**src/sv/time_of_day_clock_with_keypad_set_defines.svh**
```systemverilog
// assertion macros shared by the time-of-day clock modules
`ifndef TIME_OF_DAY_CLOCK_WITH_KEYPAD_SET_DEFINES_SVH
`define TIME_OF_DAY_CLOCK_WITH_KEYPAD_SET_DEFINES_SVH

// same-cycle implication, checked on every clock outside reset
`define TOD_ASSERT_NOW(label, ante, cons) \
    label: assert property (@(posedge clk) disable iff (!rst_n) (ante) |-> (cons)) \
        else $error("tod same-cycle check failed");

// next-cycle implication, checked on every clock outside reset
`define TOD_ASSERT_NEXT(label, ante, cons) \
    label: assert property (@(posedge clk) disable iff (!rst_n) (ante) |=> (cons)) \
        else $error("tod next-cycle check failed");

`endif

```
**src/sv/tod_pkg.sv**
```systemverilog
// shared types and constants for the time-of-day clock
package tod_pkg;

    // function codes of an input item
    localparam logic [1:0] FUNC_TICK = 2'd0;
    localparam logic [1:0] FUNC_KEY  = 2'd1;
    localparam logic [1:0] FUNC_SCAN = 2'd2;

    // number of multiplexed display positions
    localparam int unsigned DISPLAY_DIGITS = 6;

    // active-low select with every position off
    localparam logic [5:0] SEL_NONE = 6'h3F;

    // one result of the clock
    typedef struct packed {
        logic [7:0] hours;
        logic [7:0] minutes;
        logic [7:0] seconds;
        logic [2:0] entry_step;
        logic       wrong_choice;
        logic [4:0] digit_value;
        logic [5:0] digit_select;
    } tod_result_t;

endpackage

```
**src/sv/tod_digit.sv**
```systemverilog
// display scan: picks one decimal digit of the time and its select line
module tod_digit
    import tod_pkg::*;
(
    input  logic [7:0] sec_count,
    input  logic [7:0] min_count,
    input  logic [7:0] hour_count,
    input  logic [2:0] scan_position,
    output logic [4:0] digit_value,
    output logic [5:0] digit_select,
    output logic [2:0] scan_next
);

    localparam logic [2:0] LAST_POS = 3'(DISPLAY_DIGITS - 1);

    logic [2:0]  pos;
    logic [7:0]  src;
    logic        want_tens;
    logic [15:0] prod;
    logic [4:0]  quot;
    logic [7:0]  quot_x10;
    logic [7:0]  rem;

    // out-of-range position counts as the first one
    assign pos = (scan_position > LAST_POS) ? 3'd0 : scan_position;
    assign scan_next = (pos == LAST_POS) ? 3'd0 : pos + 3'd1;

    // counter and select for the position
    always_comb
    begin
        src          = sec_count;
        want_tens    = 1'b0;
        digit_select = 6'h1F;
        case (pos)
            3'd0:
            begin
                src          = sec_count;
                want_tens    = 1'b0;
                digit_select = 6'h1F;
            end
            3'd1:
            begin
                src          = sec_count;
                want_tens    = 1'b1;
                digit_select = 6'h3E;
            end
            3'd2:
            begin
                src          = min_count;
                want_tens    = 1'b0;
                digit_select = 6'h3D;
            end
            3'd3:
            begin
                src          = min_count;
                want_tens    = 1'b1;
                digit_select = 6'h3B;
            end
            3'd4:
            begin
                src          = hour_count;
                want_tens    = 1'b0;
                digit_select = 6'h37;
            end
            default:
            begin
                src          = hour_count;
                want_tens    = 1'b1;
                digit_select = 6'h2F;
            end
        endcase
    end

    // divide by ten through the reciprocal 205/2048, exact for 8-bit values
    assign prod     = {8'd0, src} * 16'd205;
    assign quot     = prod[15:11];
    assign quot_x10 = 8'({3'd0, quot} * 8'd10);
    assign rem      = src - quot_x10;

    assign digit_value = want_tens ? quot : rem[4:0];

endmodule

```
**src/sv/tod_core.sv**
```systemverilog
// clock state: counters, keypad entry sequencer and scan position
`include "time_of_day_clock_with_keypad_set_defines.svh"

module tod_core
    import tod_pkg::*;
(
    input  logic        clk,
    input  logic        rst_n,
    input  logic        proc,
    input  logic [1:0]  func,
    input  logic [7:0]  key_code,
    output tod_result_t result
);

    // entry sequencer states
    localparam logic [2:0] ENTRY_IDLE      = 3'd0;
    localparam logic [2:0] ENTRY_HOUR_TENS = 3'd1;
    localparam logic [2:0] ENTRY_HOUR_UNIT = 3'd2;
    localparam logic [2:0] ENTRY_MIN_TENS  = 3'd3;
    localparam logic [2:0] ENTRY_MIN_UNIT  = 3'd4;
    localparam logic [2:0] ENTRY_SEC_TENS  = 3'd5;
    localparam logic [2:0] ENTRY_SEC_UNIT  = 3'd6;

    localparam logic [7:0] KEY_ZERO = 8'd48;
    localparam logic [7:0] KEY_ONE  = 8'd49;

    logic [7:0] sec_reg,   sec_next;
    logic [7:0] min_reg,   min_next;
    logic [7:0] hour_reg,  hour_next;
    logic [2:0] entry_reg, entry_next;
    logic       wrong_reg, wrong_next;
    logic [2:0] scan_reg,  scan_next;

    logic [2:0] scan_adv;
    logic [4:0] scan_value;
    logic [5:0] scan_select;

    logic [7:0] key_digit;
    logic [7:0] key_tens;
    logic [7:0] sec_inc;
    logic [7:0] min_tick;
    logic [7:0] hour_tick;

    tod_digit u_digit (
        .sec_count    (sec_reg),
        .min_count    (min_reg),
        .hour_count   (hour_reg),
        .scan_position(scan_reg),
        .digit_value  (scan_value),
        .digit_select (scan_select),
        .scan_next    (scan_adv)
    );

    // key digit and its tens weight, both wrapping to 8 bits
    assign key_digit = key_code - KEY_ZERO;
    assign key_tens  = 8'(key_digit * 8'd10);

    // one-second increment with carries
    assign sec_inc   = sec_reg + 8'd1;
    assign min_tick  = (sec_inc >= 8'd60) ? min_reg + 8'd1 : min_reg;
    assign hour_tick = (min_tick >= 8'd60) ? hour_reg + 8'd1 : hour_reg;

    // next state for the item
    always_comb
    begin
        sec_next   = sec_reg;
        min_next   = min_reg;
        hour_next  = hour_reg;
        entry_next = entry_reg;
        wrong_next = wrong_reg;
        scan_next  = scan_reg;
        case (func)
            FUNC_TICK:
            begin
                if (entry_reg == ENTRY_IDLE)
                begin
                    sec_next  = (sec_inc >= 8'd60) ? 8'd0 : sec_inc;
                    min_next  = (min_tick >= 8'd60) ? 8'd0 : min_tick;
                    hour_next = (hour_tick >= 8'd24) ? 8'd0 : hour_tick;
                end
            end
            FUNC_KEY:
            begin
                case (entry_reg)
                    ENTRY_IDLE:
                    begin
                        if (key_code == KEY_ONE)
                        begin
                            wrong_next = 1'b0;
                            entry_next = ENTRY_HOUR_TENS;
                        end
                        else
                        begin
                            wrong_next = 1'b1;
                        end
                    end
                    ENTRY_HOUR_TENS:
                    begin
                        hour_next  = key_tens;
                        entry_next = ENTRY_HOUR_UNIT;
                    end
                    ENTRY_HOUR_UNIT:
                    begin
                        hour_next  = hour_reg + key_digit;
                        entry_next = ENTRY_MIN_TENS;
                    end
                    ENTRY_MIN_TENS:
                    begin
                        min_next   = key_tens;
                        entry_next = ENTRY_MIN_UNIT;
                    end
                    ENTRY_MIN_UNIT:
                    begin
                        min_next   = min_reg + key_digit;
                        entry_next = ENTRY_SEC_TENS;
                    end
                    ENTRY_SEC_TENS:
                    begin
                        sec_next   = key_tens;
                        entry_next = ENTRY_SEC_UNIT;
                    end
                    ENTRY_SEC_UNIT:
                    begin
                        sec_next   = sec_reg + key_digit;
                        entry_next = ENTRY_IDLE;
                    end
                    default:
                    begin
                        entry_next = ENTRY_IDLE;
                    end
                endcase
            end
            FUNC_SCAN:
            begin
                scan_next = scan_adv;
            end
            default:
            begin
                scan_next = scan_reg;
            end
        endcase
    end

    // state registers, updated once per processed item
    always_ff @(posedge clk or negedge rst_n)
    begin
        if (!rst_n)
        begin
            sec_reg   <= 8'd0;
            min_reg   <= 8'd0;
            hour_reg  <= 8'd0;
            entry_reg <= ENTRY_IDLE;
            wrong_reg <= 1'b0;
            scan_reg  <= 3'd0;
        end
        else if (proc)
        begin
            sec_reg   <= sec_next;
            min_reg   <= min_next;
            hour_reg  <= hour_next;
            entry_reg <= entry_next;
            wrong_reg <= wrong_next;
            scan_reg  <= scan_next;
        end
    end

    // result of the item: state after it, plus the scanned digit
    always_comb
    begin
        result.hours        = hour_next;
        result.minutes      = min_next;
        result.seconds      = sec_next;
        result.entry_step   = entry_next;
        result.wrong_choice = wrong_next;
        result.digit_value  = (func == FUNC_SCAN) ? scan_value : 5'd0;
        result.digit_select = (func == FUNC_SCAN) ? scan_select : SEL_NONE;
    end

    // entry starts only on an idle '1' key
    `TOD_ASSERT_NOW(a_entry_start, proc && entry_reg == ENTRY_IDLE && entry_next != ENTRY_IDLE,
        func == FUNC_KEY && key_code == KEY_ONE)
    // a tick during entry leaves the counters alone
    `TOD_ASSERT_NEXT(a_tick_frozen, proc && func == FUNC_TICK && entry_reg != ENTRY_IDLE,
        $stable(sec_reg) && $stable(min_reg) && $stable(hour_reg))

endmodule

```
**src/sv/time_of_day_clock_with_keypad_set.sv**
```systemverilog
// Time-of-day clock with keypad entry and multiplexed display scan.
// Input channel: in_valid / in_stall with func and key_code. func selects a
// one-second tick, a key press or a display scan step; an unused code only
// reports the counters. Output channel: out_valid / out_stall with the hours,
// minutes and seconds after the item, the entry step, the wrong-choice flag,
// and for a scan step the digit shown and its active-low select line
// (all selects high for other items).
// Path: an item is held in the input register and then in the result register,
// which drives the result ports; a receiver stall can hold it in either one.
// Throughput: one item per cycle while the receiver does not stall; the state
// update is a single pass of counter, compare and divide-by-ten logic between
// the input register and the result register.
// When the receiver stalls, the result register holds; the input register
// still takes one more item, and in_stall rises only once both are full.
// Reset clears the counters to 00:00:00, the entry sequencer to idle, the
// wrong-choice flag and the scan position, and empties both registers.
`include "time_of_day_clock_with_keypad_set_defines.svh"

module time_of_day_clock_with_keypad_set
    import tod_pkg::*;
(
    input  logic       clk,
    input  logic       rst_n,
    input  logic       in_valid,
    output logic       in_stall,
    input  logic [1:0] func,
    input  logic [7:0] key_code,
    output logic       out_valid,
    input  logic       out_stall,
    output logic [7:0] hours,
    output logic [7:0] minutes,
    output logic [7:0] seconds,
    output logic [2:0] entry_step,
    output logic       wrong_choice,
    output logic [4:0] digit_value,
    output logic [5:0] digit_select
);

    logic        in_valid_reg;
    logic [1:0]  func_reg;
    logic [7:0]  key_reg;
    logic        out_valid_reg;
    tod_result_t result_reg;
    tod_result_t result;
    logic        out_open;
    logic        proc;

    // result register can take a new value when empty or being drained
    assign out_open = !out_valid_reg || !out_stall;
    assign proc     = in_valid_reg && out_open;
    assign in_stall = in_valid_reg && !out_open;

    tod_core u_core (
        .clk     (clk),
        .rst_n   (rst_n),
        .proc    (proc),
        .func    (func_reg),
        .key_code(key_reg),
        .result  (result)
    );

    // input register
    always_ff @(posedge clk or negedge rst_n)
    begin
        if (!rst_n)
        begin
            in_valid_reg <= 1'b0;
        end
        else if (!in_stall)
        begin
            in_valid_reg <= in_valid;
        end
    end

    always_ff @(posedge clk)
    begin
        if (in_valid && !in_stall)
        begin
            func_reg <= func;
            key_reg  <= key_code;
        end
    end

    // result register
    always_ff @(posedge clk or negedge rst_n)
    begin
        if (!rst_n)
        begin
            out_valid_reg <= 1'b0;
        end
        else if (out_open)
        begin
            out_valid_reg <= in_valid_reg;
        end
    end

    always_ff @(posedge clk)
    begin
        if (proc)
        begin
            result_reg <= result;
        end
    end

    assign out_valid    = out_valid_reg;
    assign hours        = result_reg.hours;
    assign minutes      = result_reg.minutes;
    assign seconds      = result_reg.seconds;
    assign entry_step   = result_reg.entry_step;
    assign wrong_choice = result_reg.wrong_choice;
    assign digit_value  = result_reg.digit_value;
    assign digit_select = result_reg.digit_select;

    // a scan result drives exactly one select line low
    `TOD_ASSERT_NOW(a_sel_single, out_valid_reg && result_reg.digit_select != SEL_NONE,
        $onehot(~result_reg.digit_select))
    // a non-scan result shows a blank digit
    `TOD_ASSERT_NOW(a_blank_zero, out_valid_reg && result_reg.digit_select == SEL_NONE,
        result_reg.digit_value == 5'd0)
    // a stalled input item stays in the input register
    `TOD_ASSERT_NEXT(a_in_hold, in_valid_reg && in_stall, in_valid_reg)

endmodule

```
**config.mk**
```make
export PLATFORM = sky130hd
export DESIGN_NAME = time_of_day_clock_with_keypad_set
export DESIGN_NICKNAME = d
export VERILOG_FILES = /design/src/sv/tod_pkg.sv /design/src/sv/tod_digit.sv /design/src/sv/tod_core.sv /design/src/sv/time_of_day_clock_with_keypad_set.sv
export VERILOG_INCLUDE_DIRS = /design/src /design/src/sv
export SDC_FILE = /design/constraint.sdc
export NUM_CORES = 1
export LEC_CHECK = 0
export ABC_AREA = 1
export BUFFER_PORTS_ARGS = -buffer_cell sky130_fd_sc_hd__buf_2
export CAP_MARGIN = 5
export CORE_MARGIN = 2
export CORE_UTILIZATION = 62
export DETAILED_ROUTE_END_ITERATION = 10
export HOLD_SLACK_MARGIN = 0.03
export PLACE_DENSITY = 0.85
export SETUP_SLACK_MARGIN = 0.2
export SLEW_MARGIN = 10
export SYNTH_ARGS = -nofsm -noshare
export SYNTH_HDL_FRONTEND = slang
export SYNTH_SLANG_ARGS = --single-unit
```
**constraint.sdc**
```tcl
create_clock -name clk -period 7.44 [get_ports clk]
set_input_delay 0.744 -clock clk [delete_from_list [all_inputs] [get_ports clk]]
set_output_delay 0.744 -clock clk [all_outputs]
set_load 0.05 [all_outputs]
```
==> metrics.md <==
| Metric | Value |
|---|---|
| Status | finished, final reports clean |
| Placed cells | roughly 1,100 |
| Initial Util | 0.643 |
| Drt first pass iters | 6 |
| Worst path arrival time | 6.73 ns |
| Slew HR | 0.456 |
| Clk buf depth | 2 |
| Syn nets | 1,003 |
| CP most frequent cell | inv_1 |
| Area contributors post-synth | edfxtp_1 21%, ha_1 14%, dfrtp_1 12%, nand2_1 11%, inv_1 8.0% |
| Area leader, netlist | edfxtp_1 |
| Total Routing Usage GR | 0.304 |
| Worst path top cell family by delay | adder cells |
| Unrepaired setup endpoints after global routing | no |
| Row count | 38 |
| Buf/Inv on CP | 12 |
| Period utilization | 0.890 |
| Fmax | 151 MHz |
| Synthesized area | about 7000 sq um |
| Hold Crit Class | flop to flop |
| Top-count cell post-synth | nand2_1 |
| Worst-skew pair later-pin latency | approximately 0.34 ns |
| Number of post-CTS setup repair buffers | 0 |
| Setup WS pre-CTS | 0.964 ns |
| Layout cell share with drive strength beyond 1 | 0.107 |
| Clock transition at the registers of the reported paths | about 0.07 ns |
| Crit start category | flop |
| Yosys cell types | 50 |
| GRT Max-Usage Layer | met2 |
| Vias in the first global route | 6,224 |
| Final WL | approximately 18 mm |
| Clock sinks | 82 |
| H-Tree Depth | 3 |
| Slowest cell on crit path | fa_1 |
| CTS tree | built |
| YS warnings | 0 |
| Setup_tns | 0 ns |
| Primary FF master, synth | edfxtp_1 |
| Critical Path RT | 7.55 ns |
| Largest net degree at the start of global routing | 73 |
| DRC | 0 |
| Grt met1 use | 0.396 |
| # resized after CTS | 0 |
| Grt ovf | 0 |
| Area share of the leading cell type in the synthesized netlist | 0.209 |
| Vias per cell | 5.89 |
| Hold buffers post-CTS | 0 |
| MaxCap Viol Count | 0 |
| Mean post-synth cell area | 7.87 sq um |
| Port Buffer Count | 54 |
| Core area | 10,900 sq um |
| Worst Tran Pin Value | between 0.8 and 0.9 ns |
| Endpoints failing hold | 0 |
| Sequential cell area fraction in the yosys report | 0.327 |
| Final setup viols | 0 |
| M2 GR Usage | 0.493 |
| DP Wirelength | between 10 and 15 mm |
| Chip width | 110 um |
| I/O pin count | 55 |
| Filler cells | 870 |
| Total die area | 12,200 sq um |
| Global Route met3 Usage | 0.0510 |
| Layout Nets | 1,060 |
| Vert. Die Dim | 110 um |
| Post-layout util | 0.705 |
| Commonest cells in the netlist | 204 x nand2_1, 149 x inv_1, 80 x ha_1 |
| Post-DR wirelength/cell | 16.4 um |
| Asr flop ratio synth | 0.402 |
| Minimum clock period | approximately 6.6 ns |
| CTS buffer count | 9 |
| Post-route insts no fill | 1,095 |
| DR vias | about 6,400 |
| Clock Skew | between 0.005 and 0.006 ns |
| Post-synth EDFFs | 49 |
| DRT iter0 DRCs | between 500 and 600 |
| Initial antenna violation count | 0 |
| Cells after Synth | 893 |
| Root buffer cell | clkbuf_16 |
| Critical setup path kind | flop to flop |
| Area grow syn2layout | 9.72% |
| CP peak stage delay | around 0.53 ns |
| Post-DRT Antenna Nets | 0 |
| Final worst setup slack | about 0.81 ns |
| First-pass GRT wire length | 30.3 mm |
| Number of diodes | 0 |
| Final-report max-slew violation count | 0 |
| Kind of end point of the critical path | flop |
| CP max FO | 10 |
| Synthesis-stage register bit count | between 80 and 90 |
| Routability Congestion | 0.998 |
worst register-to-register path: cells and delay by family (launching register included):
| family | cells | cell delay [ns] |
|---|---|---|
| simple gates | 13 | 1.13 |
| compound gates | 3 | 0.68 |
| flops | 1 | 0.44 |
| fa+ha+maj | 8 | 3.02 |
| xor+xnor | 1 | 0.17 |
| buf+inv | 12 | 0.96 |
through the flow:
stage               hold slack [ns]  cell area, sq um
finish                        0.482              7710
global route                  0.496              7710
CTS                           0.483              7710
detailed placement            0.471              7440
global placement              0.460              7440
floorplan                     0.443              7030
kinds of logic after synthesis:
family	Yosys count	share of synthesized area
AOI/OAI and AO/OA	153	0.128
xor gates and xnor gates	29	0.0372
adders and majority gates	96	0.188
buffers and inverters	162	0.0893
DFF	82	0.327
and+or+nand+nor	371	0.231
cells in the final DEF, fill, tap and decap left out, drive strengths merged:
cell	n
nand2	211
inv	153
ha	80
nor2	70
o21ai	68
nand3	59
buf	56
edfxtp	49
a21oi	38
dfrtp	33
xor2	22
fa	16
nand4	12
a22oi	10
clkbuf	9
nor3	8
xnor2	7
or2	6
o22ai	6
a31oi	6
clkinv	5
o211ai	4
o221ai	4
o21bai	4
nor4	3
o31ai	3
a32oi	2
a21o	2
nand3b	2
o311ai	2
o32ai	1
o2111ai	1
a211oi	1
o21a	1
clkinvlp	1
worst paths after layout:
check	startpoint	endpoint	slack (ns)	cells past startpoint
min in group asynchronous	rst_n	out_valid$_DFFE_PN0N_	0.49	1
setup / recovery	u_core.scan_reg[2]$_DFFE_PN0P_	digit_value[4]$_SDFFCE_PN0P_	0.81	37
hold reg to reg	in_valid_reg$_DFFE_PN0N_	out_valid$_DFFE_PN0N_	0.48	2
setup reg to reg	u_core.scan_reg[2]$_DFFE_PN0P_	digit_value[4]$_SDFFCE_PN0P_	0.81	37
max in group asynchronous	rst_n	u_core.hour_reg[7]$_DFFE_PN0P_	6.43	1
hold / removal	in_valid_reg$_DFFE_PN0N_	out_valid$_DFFE_PN0N_	0.48	2
routing by layer:
| layer | routed length, um | vias to the layer above | share of wire |
|---|---|---|---|
| met2 | 8280 | 339 | 0.46 |
| met1 | 7270 | 2932 | 0.40 |
| met3 | 1490 | 76 | 0.083 |
| met4 | 937 | 0 | 0.052 |
| met5 | 0 | - | 0 |
| li1 | - | 3098 | - |
layout make-up:
| cell class | instances | area [sq um] | share of cell area |
|---|---|---|---|
| Tap cell | 140 | 175 | 0.0227 |
| Clock buffer | 9 | 225 | 0.0292 |
| Sequential cell | 82 | 2300 | 0.298 |
| Timing Repair Buffer | 56 | 285 | 0.0370 |
| Clock inverter | 7 | 51.3 | 0.00665 |
| Multi-Input combinational cell | 649 | 4110 | 0.532 |
| Inverter | 152 | 574 | 0.0744 |
Power is not shown: default switching activity piles up to over one toggle a cycle in this logic, so the estimate is an artifact.
